[src/sv/cppc_pkg.sv]
package cppc_pkg;

  // Fixed-point geometry
  localparam int unsigned AccFrac = 12;
  localparam logic signed [25:0] TiltMax = 26'sd8388607;
  localparam logic signed [25:0] TiltMin = -26'sd8388608;

  // Microcode program geometry
  localparam int unsigned StepW = 4;
  localparam logic [StepW-1:0] StepSum = 4'd8;

  // Configuration register indexes
  typedef enum logic [2:0] {
    CFG_POSITION_GAIN  = 3'd0,
    CFG_VELOCITY_LIMIT = 3'd1,
    CFG_VELOCITY_GAIN  = 3'd2,
    CFG_INTEGRAL_GAIN  = 3'd3,
    CFG_INTEGRAL_LIMIT = 3'd4
  } cfg_idx_e;

  // Input actions
  typedef enum logic {
    ACT_UPDATE = 1'b0,
    ACT_CLEAR  = 1'b1
  } action_e;

  // Datapath operations, one per control word
  typedef enum logic [3:0] {
    OP_NOP,
    OP_MUL_POS,
    OP_CLAMP_V,
    OP_VERR,
    OP_MUL_P,
    OP_PTERM,
    OP_MUL_IG,
    OP_MUL_I,
    OP_ACC,
    OP_SUM
  } uc_op_e;

  typedef struct packed {
    logic               action;
    logic signed [15:0] target_position;
    logic signed [15:0] measured_position;
    logic signed [15:0] measured_velocity;
    logic [15:0]        elapsed_time;
  } in_word_t;

  typedef struct packed {
    logic signed [23:0] tilt_command;
    logic               output_saturated;
  } out_word_t;

  typedef struct packed {
    logic [15:0] position_gain;
    logic [14:0] velocity_limit;
    logic [15:0] velocity_gain;
    logic [15:0] integral_gain;
    logic [22:0] integral_limit;
  } cfg_t;

  // Control word: operation, conditional jump on "integration skipped", end of program
  typedef struct packed {
    uc_op_e           op;
    logic             br_skip;
    logic [StepW-1:0] target;
    logic             last;
  } uc_word_t;

  // Sequencer to datapath
  typedef struct packed {
    logic   load;
    logic   clear;
    uc_op_e op;
  } dp_ctl_t;

  // Control store
  function automatic uc_word_t uc_rom(logic [StepW-1:0] step);
    uc_word_t w;
    w = '{op: OP_NOP, br_skip: 1'b0, target: '0, last: 1'b0};
    case (step)
      4'd0: w.op = OP_MUL_POS;
      4'd1: w.op = OP_CLAMP_V;
      4'd2: w.op = OP_VERR;
      4'd3: w.op = OP_MUL_P;
      4'd4: begin
        w.op      = OP_PTERM;
        w.br_skip = 1'b1;
        w.target  = StepSum;
      end
      4'd5: w.op = OP_MUL_IG;
      4'd6: w.op = OP_MUL_I;
      4'd7: w.op = OP_ACC;
      4'd8: begin
        w.op   = OP_SUM;
        w.last = 1'b1;
      end
      default: begin
        w.op   = OP_NOP;
        w.last = 1'b1;
      end
    endcase
    return w;
  endfunction

endpackage

[src/sv/cppc_datapath.sv]
module cppc_datapath (
  input  logic                clk_i,
  input  logic                rst_ni,
  input  cppc_pkg::dp_ctl_t   ctl_i,
  input  cppc_pkg::cfg_t      cfg_i,
  input  cppc_pkg::in_word_t  in_word_i,
  output logic                skip_o,
  output cppc_pkg::out_word_t out_word_o
);

  logic signed [16:0] pos_err_q;
  logic signed [15:0] mv_q;
  logic [15:0]        dt_q;
  logic signed [50:0] prod_q, prod_d;
  logic signed [15:0] wanted_q;
  logic signed [16:0] verr_q;
  logic signed [24:0] pterm_q;
  logic signed [35:0] acc_q;
  cppc_pkg::out_word_t out_q;

  logic signed [33:0] mul_a;
  logic signed [16:0] mul_b;

  // Shared multiplier operand select
  always_comb begin
    mul_a = '0;
    mul_b = '0;
    case (ctl_i.op)
      cppc_pkg::OP_MUL_POS: begin
        mul_a = {{17{pos_err_q[16]}}, pos_err_q};
        mul_b = {1'b0, cfg_i.position_gain};
      end
      cppc_pkg::OP_MUL_P: begin
        mul_a = {{17{verr_q[16]}}, verr_q};
        mul_b = {1'b0, cfg_i.velocity_gain};
      end
      cppc_pkg::OP_MUL_IG: begin
        mul_a = {18'b0, cfg_i.integral_gain};
        mul_b = {1'b0, dt_q};
      end
      cppc_pkg::OP_MUL_I: begin
        mul_a = {1'b0, prod_q[32:0]};
        mul_b = verr_q;
      end
      default: begin
        mul_a = '0;
        mul_b = '0;
      end
    endcase
  end

  assign prod_d = mul_a * mul_b;

  // Wanted velocity clamp
  logic signed [42:0] want_sh, vlim43;
  logic signed [15:0] wanted_d;
  assign want_sh = prod_q[50:8];
  assign vlim43  = {28'b0, cfg_i.velocity_limit};
  always_comb begin
    if (want_sh > vlim43) begin
      wanted_d = {1'b0, cfg_i.velocity_limit};
    end else if (want_sh < -vlim43) begin
      wanted_d = -{1'b0, cfg_i.velocity_limit};
    end else begin
      wanted_d = want_sh[15:0];
    end
  end

  // Integral update with clamp
  logic signed [32:0] inc;
  logic signed [36:0] acc_sum, ilim37;
  logic signed [35:0] acc_d;
  assign inc     = prod_q[48:16];
  assign acc_sum = {acc_q[35], acc_q} + {{4{inc[32]}}, inc};
  assign ilim37  = {2'b0, cfg_i.integral_limit, {cppc_pkg::AccFrac{1'b0}}};
  always_comb begin
    if (acc_sum > ilim37) begin
      acc_d = ilim37[35:0];
    end else if (acc_sum < -ilim37) begin
      acc_d = -ilim37[35:0];
    end else begin
      acc_d = acc_sum[35:0];
    end
  end

  // Tilt sum and saturation
  logic signed [25:0] tilt_sum;
  cppc_pkg::out_word_t out_d;
  assign tilt_sum = {pterm_q[24], pterm_q} + {{2{acc_q[35]}}, acc_q[35:12]};
  always_comb begin
    if (tilt_sum > cppc_pkg::TiltMax) begin
      out_d.tilt_command     = cppc_pkg::TiltMax[23:0];
      out_d.output_saturated = 1'b1;
    end else if (tilt_sum < cppc_pkg::TiltMin) begin
      out_d.tilt_command     = cppc_pkg::TiltMin[23:0];
      out_d.output_saturated = 1'b1;
    end else begin
      out_d.tilt_command     = tilt_sum[23:0];
      out_d.output_saturated = 1'b0;
    end
  end

  // Operand and working registers
  always_ff @(posedge clk_i) begin
    if (ctl_i.load) begin
      pos_err_q <= {in_word_i.target_position[15], in_word_i.target_position}
                 - {in_word_i.measured_position[15], in_word_i.measured_position};
      mv_q      <= in_word_i.measured_velocity;
      dt_q      <= in_word_i.elapsed_time;
    end
    case (ctl_i.op)
      cppc_pkg::OP_MUL_POS, cppc_pkg::OP_MUL_P,
      cppc_pkg::OP_MUL_IG, cppc_pkg::OP_MUL_I: prod_q <= prod_d;
      cppc_pkg::OP_CLAMP_V: wanted_q <= wanted_d;
      cppc_pkg::OP_VERR: verr_q <= {wanted_q[15], wanted_q} - {mv_q[15], mv_q};
      cppc_pkg::OP_PTERM: pterm_q <= prod_q[32:8];
      cppc_pkg::OP_SUM: out_q <= out_d;
      default: ;
    endcase
  end

  // Integral accumulator
  always_ff @(posedge clk_i or negedge rst_ni) begin
    if (!rst_ni) begin
      acc_q <= '0;
    end else if (ctl_i.clear) begin
      acc_q <= '0;
    end else if (ctl_i.op == cppc_pkg::OP_ACC) begin
      acc_q <= acc_d;
    end
  end

  assign skip_o     = (cfg_i.integral_gain == 16'd0) || (dt_q == 16'd0);
  assign out_word_o = out_q;

endmodule

[src/sv/cascade_p_pi_controller.sv]
// Channel  Direction  Handshake                  Word
// in       input      in_valid_i / in_ready_o    in_word_i  (cppc_pkg::in_word_t)
// out      output     out_valid_o / out_ready_i  out_word_o (cppc_pkg::out_word_t)
// cfg      input      cfg_valid_i / cfg_ready_o  cfg_index_i, cfg_data_i
//
// An update word runs a 9-step microprogram on one shared multiplier; steps 5 to 7
// are skipped when integration is off (zero gain or time); no word is accepted meanwhile.
// A clear word zeroes the integral and produces no result.
// The result sits in an output register; the next word is accepted meanwhile and
// its program waits at the final step while that register is still occupied.
// Reset loads the register defaults and zeroes the integral.
module cascade_p_pi_controller (
  input  logic                clk_i,
  input  logic                rst_ni,
  input  logic                in_valid_i,
  output logic                in_ready_o,
  input  cppc_pkg::in_word_t  in_word_i,
  output logic                out_valid_o,
  input  logic                out_ready_i,
  output cppc_pkg::out_word_t out_word_o,
  input  logic                cfg_valid_i,
  output logic                cfg_ready_o,
  input  logic [2:0]          cfg_index_i,
  input  logic [31:0]         cfg_data_i
);

  cppc_pkg::cfg_t cfg_q;
  logic busy_q, busy_d;
  logic [cppc_pkg::StepW-1:0] step_q, step_d;
  logic out_valid_q, out_valid_d;
  cppc_pkg::uc_word_t uc;
  cppc_pkg::dp_ctl_t  ctl;
  logic in_acc, skip, out_free, stall;

  // Configuration registers
  assign cfg_ready_o = 1'b1;
  always_ff @(posedge clk_i or negedge rst_ni) begin
    if (!rst_ni) begin
      cfg_q.position_gain  <= 16'd256;
      cfg_q.velocity_limit <= 15'd3200;
      cfg_q.velocity_gain  <= 16'd256;
      cfg_q.integral_gain  <= 16'd0;
      cfg_q.integral_limit <= 23'd7680;
    end else if (cfg_valid_i) begin
      case (cfg_index_i)
        cppc_pkg::CFG_POSITION_GAIN:  cfg_q.position_gain  <= cfg_data_i[15:0];
        cppc_pkg::CFG_VELOCITY_LIMIT: cfg_q.velocity_limit <= cfg_data_i[14:0];
        cppc_pkg::CFG_VELOCITY_GAIN:  cfg_q.velocity_gain  <= cfg_data_i[15:0];
        cppc_pkg::CFG_INTEGRAL_GAIN:  cfg_q.integral_gain  <= cfg_data_i[15:0];
        cppc_pkg::CFG_INTEGRAL_LIMIT: cfg_q.integral_limit <= cfg_data_i[22:0];
        default: ;
      endcase
    end
  end

  // Sequencer: control store lookup, branch and stall
  assign in_ready_o = !busy_q;
  assign in_acc     = in_valid_i && !busy_q;
  assign uc         = cppc_pkg::uc_rom(step_q);
  assign out_free   = !out_valid_q || out_ready_i;
  assign stall      = busy_q && uc.last && !out_free;

  always_comb begin
    busy_d      = busy_q;
    step_d      = step_q;
    out_valid_d = out_valid_q && !out_ready_i;
    ctl.load    = in_acc && (in_word_i.action == cppc_pkg::ACT_UPDATE);
    ctl.clear   = in_acc && (in_word_i.action == cppc_pkg::ACT_CLEAR);
    ctl.op      = (busy_q && !stall) ? uc.op : cppc_pkg::OP_NOP;
    if (ctl.load) begin
      busy_d = 1'b1;
      step_d = '0;
    end else if (busy_q && !stall) begin
      if (uc.last) begin
        busy_d      = 1'b0;
        out_valid_d = 1'b1;
      end else if (uc.br_skip && skip) begin
        step_d = uc.target;
      end else begin
        step_d = step_q + 1'b1;
      end
    end
  end

  always_ff @(posedge clk_i or negedge rst_ni) begin
    if (!rst_ni) begin
      busy_q      <= 1'b0;
      step_q      <= '0;
      out_valid_q <= 1'b0;
    end else begin
      busy_q      <= busy_d;
      step_q      <= step_d;
      out_valid_q <= out_valid_d;
    end
  end

  cppc_datapath u_datapath (
    .clk_i      (clk_i),
    .rst_ni     (rst_ni),
    .ctl_i      (ctl),
    .cfg_i      (cfg_q),
    .in_word_i  (in_word_i),
    .skip_o     (skip),
    .out_word_o (out_word_o)
  );

  assign out_valid_o = out_valid_q;

`ifndef NO_ASSERTIONS
  // Program counter never runs past the final step
  assert property (@(posedge clk_i) disable iff (!rst_ni)
    busy_q |-> (step_q <= cppc_pkg::StepSum))
    else $error("step counter out of program");

  // An update word starts the program, a clear word does not
  assert property (@(posedge clk_i) disable iff (!rst_ni)
    ctl.load |=> (busy_q && step_q == '0))
    else $error("update did not start program");
  assert property (@(posedge clk_i) disable iff (!rst_ni)
    ctl.clear |=> !busy_q)
    else $error("clear started program");

  // The final step never overwrites a result still waiting
  assert property (@(posedge clk_i) disable iff (!rst_ni)
    (ctl.op == cppc_pkg::OP_SUM) |-> out_free)
    else $error("result register overwritten");

  // Program keeps running until its last step
  assert property (@(posedge clk_i) disable iff (!rst_ni)
    (busy_q && !uc.last) |=> busy_q)
    else $error("program ended early");
`endif

endmodule

[config.mk]
export PLATFORM = sky130hd
export DESIGN_NAME = cascade_p_pi_controller
export DESIGN_NICKNAME = d
export VERILOG_FILES = /design/src/sv/cppc_pkg.sv /design/src/sv/cppc_datapath.sv /design/src/sv/cascade_p_pi_controller.sv
export SDC_FILE = /design/constraint.sdc
export NUM_CORES = 2
export LEC_CHECK = 0
export BUFFER_PORTS_ARGS = -buffer_cell sky130_fd_sc_hd__buf_4
export CORE_AREA = 2 2 265 267
export CTS_CLUSTER_DIAMETER = 30
export DETAILED_ROUTE_END_ITERATION = 10
export DIE_AREA = 0 0 267 269
export GPL_ROUTABILITY_DRIVEN = 0
export PLACE_DENSITY = 0.83
export SETUP_SLACK_MARGIN = 0.05
export SYNTH_ARGS = -nofsm -noshare
export SYNTH_HDL_FRONTEND = slang
export SYNTH_SLANG_ARGS = --single-unit
[constraint.sdc]
create_clock -name clk_i -period 9.2 [get_ports clk_i]
set_input_delay 1.38 -clock clk_i [delete_from_list [all_inputs] [get_ports clk_i]]
set_output_delay 1.38 -clock clk_i [all_outputs]
set_load 0.005 [all_outputs]
==> impl_results.rst <==
.. list-table::
   :header-rows: 1

   * - Metric
     - Value
   * - DRC violation count after routing
     - 2
   * - Cell Area, Synth
     - 0.0396 mm^2
   * - Post-DP HPWL
     - between 90,000 and 100,000 um
   * - Number of instances in the synthesized netlist
     - between 4,000 and 5,000
   * - Final-report setup violation count
     - 11
   * - Number of DRC violations after detailed-routing iteration 0
     - 5,302
   * - Clk Tree Root Cell
     - sky130_fd_sc_hd__clkbuf_16
   * - Hold_ws
     - ~500 ps
   * - Worst-case clock buffer depth
     - 3
   * - Area inside the core boundary
     - between 0.06 and 0.07 mm^2
   * - Vias per Instance
     - between 6 and 7
   * - DR pass1 iterations
     - 11
   * - Run status
     - finished, violations left
   * - TritonCTS buffer count
     - 71
   * - Asr flop ratio synth
     - between 40 and 50%
   * - Final ANT Viol Nets
     - 0
   * - Worst-Skew Late Latency
     - between 600 and 700 ps
   * - Total number of nets in the final design
     - about 5,700
   * - Minimum setup slack in the final design
     - -343 ps
   * - R2r setup slk
     - -340 ps
   * - Number of warnings issued by yosys
     - 0
   * - Minimum clock period after layout
     - roughly 9500 ps
   * - Vertical die dimension
     - 269 um
   * - Mean instance size in the synthesized netlist
     - about 9.1 um^2
   * - Final hold viol count
     - 0
   * - CP arrival
     - 9920 ps
   * - Reg-to-reg critical path endpoint
     - u_datapath.prod_q[43]$_DFFE_PN_
   * - Initial antenna violation count
     - 3
   * - Vias
     - around 36,000
   * - Reg2Reg Depth
     - 32
   * - Crit start category
     - flop
   * - Nature of the critical path endpoint
     - flop
   * - Std-Cell Rows
     - a little under 100
   * - Dpl cell area
     - between 0.04 and 0.05 mm^2
   * - Delay of the slowest cell on the worst path
     - 670 ps
   * - Final slew viol count
     - 2
   * - Final Routed Wirelength
     - roughly 130,000 um
   * - Most frequent standard cell in the layout excluding fill and tap cells
     - sky130_fd_sc_hd__inv_1
   * - Total clock sinks
     - 311
   * - Worst path slowest cell
     - sky130_fd_sc_hd__o21ai_0
   * - Min-Delay Endpoint
     - u_datapath.acc_q[6]$_DFFE_PN0P_
   * - Main synth FF type
     - sky130_fd_sc_hd__edfxtp_1
   * - Cell taking the most area after synthesis
     - sky130_fd_sc_hd__fa_1
   * - Cts hold-fix bufs
     - 0
   * - Area of the die
     - slightly above 0.07 mm^2
   * - Top library cells by usage in the layout, fill and taps aside
     - sky130_fd_sc_hd__inv_1, sky130_fd_sc_hd__nand2_1, sky130_fd_sc_hd__fa_1
   * - Area taken by multi-input logic gates
     - ~0.028 mm^2
   * - Distinct cell type count of the synthesized netlist
     - 84
   * - Number of instances on the worst hold path
     - 2
   * - Critical path's most frequent cell
     - sky130_fd_sc_hd__fa_1
   * - Horiz. Die Dim
     - 267 um
   * - Max Cap Viol
     - 1
   * - Worst slew margin relative to its limit
     - -16.6%
   * - Reg-to-reg startpoint
     - step_q[0]$_DFFE_PN0P_
   * - Area share of the leading cell type in the synthesized netlist
     - 28.0%
   * - Data required time of the critical path
     - 9580 ps
   * - Fraction of final layout cells sized beyond drive strength 1
     - 17.5%
   * - Filler Cell Count
     - 4,616
   * - Register clock-pin slew on the reported worst setup and hold paths
     - approximately 50 ps
   * - #FFs+latches synth
     - 311
   * - Number of enable-type register cells in the synthesized netlist
     - 183
   * - Net count after synthesis
     - ~5,300
   * - First-pass GRT wire length
     - slightly below 200,000 um
   * - # port buffers
     - between 100 and 150
   * - Share of the clock period used by the worst path
     - 104%
   * - Effective utilization at floorplan
     - 57.2%
   * - Number of placed I/O pins
     - around 130
   * - Worst setup timing slack at the placement stage
     - -320 ps
   * - Global-route total usage across every layer
     - a little over a third
   * - Final setup TNS
     - -2100 ps
   * - Number of H-tree levels
     - 3
   * - Peak Freq
     - approximately 100 MHz
   * - Top area cells in the synthesized netlist
     - sky130_fd_sc_hd__fa_1, sky130_fd_sc_hd__edfxtp_1, sky130_fd_sc_hd__ha_1
   * - Clock tree skew after final layout
     - between 30 and 40 ps
   * - TritonCTS clock tree
     - built
   * - Type of the tightest min-delay check
     - reg2reg
   * - Largest net degree at the start of global routing
     - 80
   * - Via count of the first global-routing pass
     - 36,800
   * - Actual transition at the worst max-transition pin
     - about 1700 ps
   * - Violated checks
     - design-rule violations, max-capacitance violations, max-slew violations, negative setup slack
   * - Congestion Overflow GR
     - 0
   * - Setup Crit Path Kind
     - reg2reg
   * - Final standard cell area without fillers
     - between 0.04 and 0.05 mm^2
   * - Routed len/inst
     - ~23 um
   * - Sequential element share of the synthesized area
     - a little over a fifth
   * - Flip-flop and latch area
     - ~0.0087 mm^2
   * - Post-synthesis to final-layout area growth
     - 19.4%
   * - Hold path startpoint
     - u_datapath.acc_q[6]$_DFFE_PN0P_
   * - Critical path fanouts, max
     - 20
==> critical path, delay by kind of cell, from the launching register on <==
kind                     cells  cell delay [ps]
AND/OR/NAND/NOR              5              570
XOR/XNOR                     1              130
flip-flops                   1              440
AO/OA/AOI/OAI               10             3370
buffers and inverters        8              980
adder cells (fa/ha/maj)      8             3770
==> Yosys cell counts (all sizes together) (5+ instances only) <==
cell type and count:
a211o 9, buf 57, edfxtp 183, xor2 34, o21a 41, o32ai 7, nand2 561, a31o 6
nor3 39, fa 555, nand2b 32, a31oi 18, xnor2 121, a21oi 250, clkbuf 93, and2 13
nor2 459, ha 324, dfrtp 119, o31ai 11, dfstp 9, o21ai 213, inv 717, a221oi 11
mux2i 7, nand3 60, a21boi 13, a21o 89, nand4 38, nor2b 23, o22ai 5, or2 14
o2111ai 6, and3 19, or3 9, a211oi 17, nor4 28, mux2 48, o211ai 21, o21bai 12
==> stage by stage <==
step / std cells / utilization [%]
detailed placement: 5597 / 63.5
finish: 5765 / 68.3
CTS: 5735 / 67.4
global placement: 5597 / 63.5
global route: 5761 / 68.3
floorplan: 4349 / -
==> sequential cells by signal (all words and copies together) (netlist names), 17 cells and up <==
| register | flops |
|---|---|
| u_datapath.pos_err_q | 17 |
| u_datapath.prod_q | 51 |
| u_datapath.out_word_o | 25 |
| u_datapath.pterm_q | 25 |
| cfg_q | 86 |
| u_datapath.verr_q | 17 |
| u_datapath.acc_q | 36 |
==> worst max-delay path by stage <==
| stage | slack (ps) | start | to |
|---|---|---|---|
| detailed placement | -320 | out_ready_i | u_datapath.prod_q[50]$_DFFE_PN_ |
| global placement | -230 | out_ready_i | u_datapath.prod_q[43]$_DFFE_PN_ |
| floorplan | 300 | out_ready_i | u_datapath.prod_q[43]$_DFFE_PN_ |
| global route | -410 | step_q[1]$_DFFE_PN0P_ | u_datapath.prod_q[43]$_DFFE_PN_ |
| finish | -340 | step_q[0]$_DFFE_PN0P_ | u_datapath.prod_q[43]$_DFFE_PN_ |
| CTS | 50 | step_q[1]$_DFFE_PN0P_ | u_datapath.prod_q[50]$_DFFE_PN_ |
==> logic make-up (layout without fill, tap and decap cells) <==
| kind of cell | after synthesis | in the layout | synth area share, % |
|---|---|---|---|
| compound gates | 769 | 769 | 12.2 |
| xor+xnor | 155 | 155 | 3.43 |
| fa+ha+maj | 879 | 879 | 38.3 |
| buf+inv | 868 | 1340 | 8.42 |
| flops | 311 | 311 | 22.0 |
| mux | 55 | 55 | 1.54 |
| other cells | 1 | 5 | 0.00946 |
| simple gates | 1311 | 1311 | 14.1 |
==> metal layers <==
layer	up-vias	wire length [um]	global-route usage [%]
met5	-	247	0.676
li1	15000	-	-
met2	3077	57900	55.8
met3	1061	18500	10.7
met1	17100	44900	42.5
met4	6	13300	25.0
==> cell type report <==
type                    instances  share of cell area (%)
clock buffers                  78                    3.92
diodes                          4                  0.0212
multi-input cells            3170                    59.5
inverters                     718                    5.70
clock inverters                54                    1.34
repair buffers                490                    8.66
flip-flops and latches        311                    18.4
well taps                     940                    2.49
==> what timing repair did <==
action	CTS	global route
cloned	0	3
pin swaps	2	32
endpoints found under the setup margin	13	17
resized for setup	30	84
buffers inserted	6	23
Power is left out: the tool's default activity adds up to more than one toggle a clock period on the data nets, which glitch-free logic cannot reach.
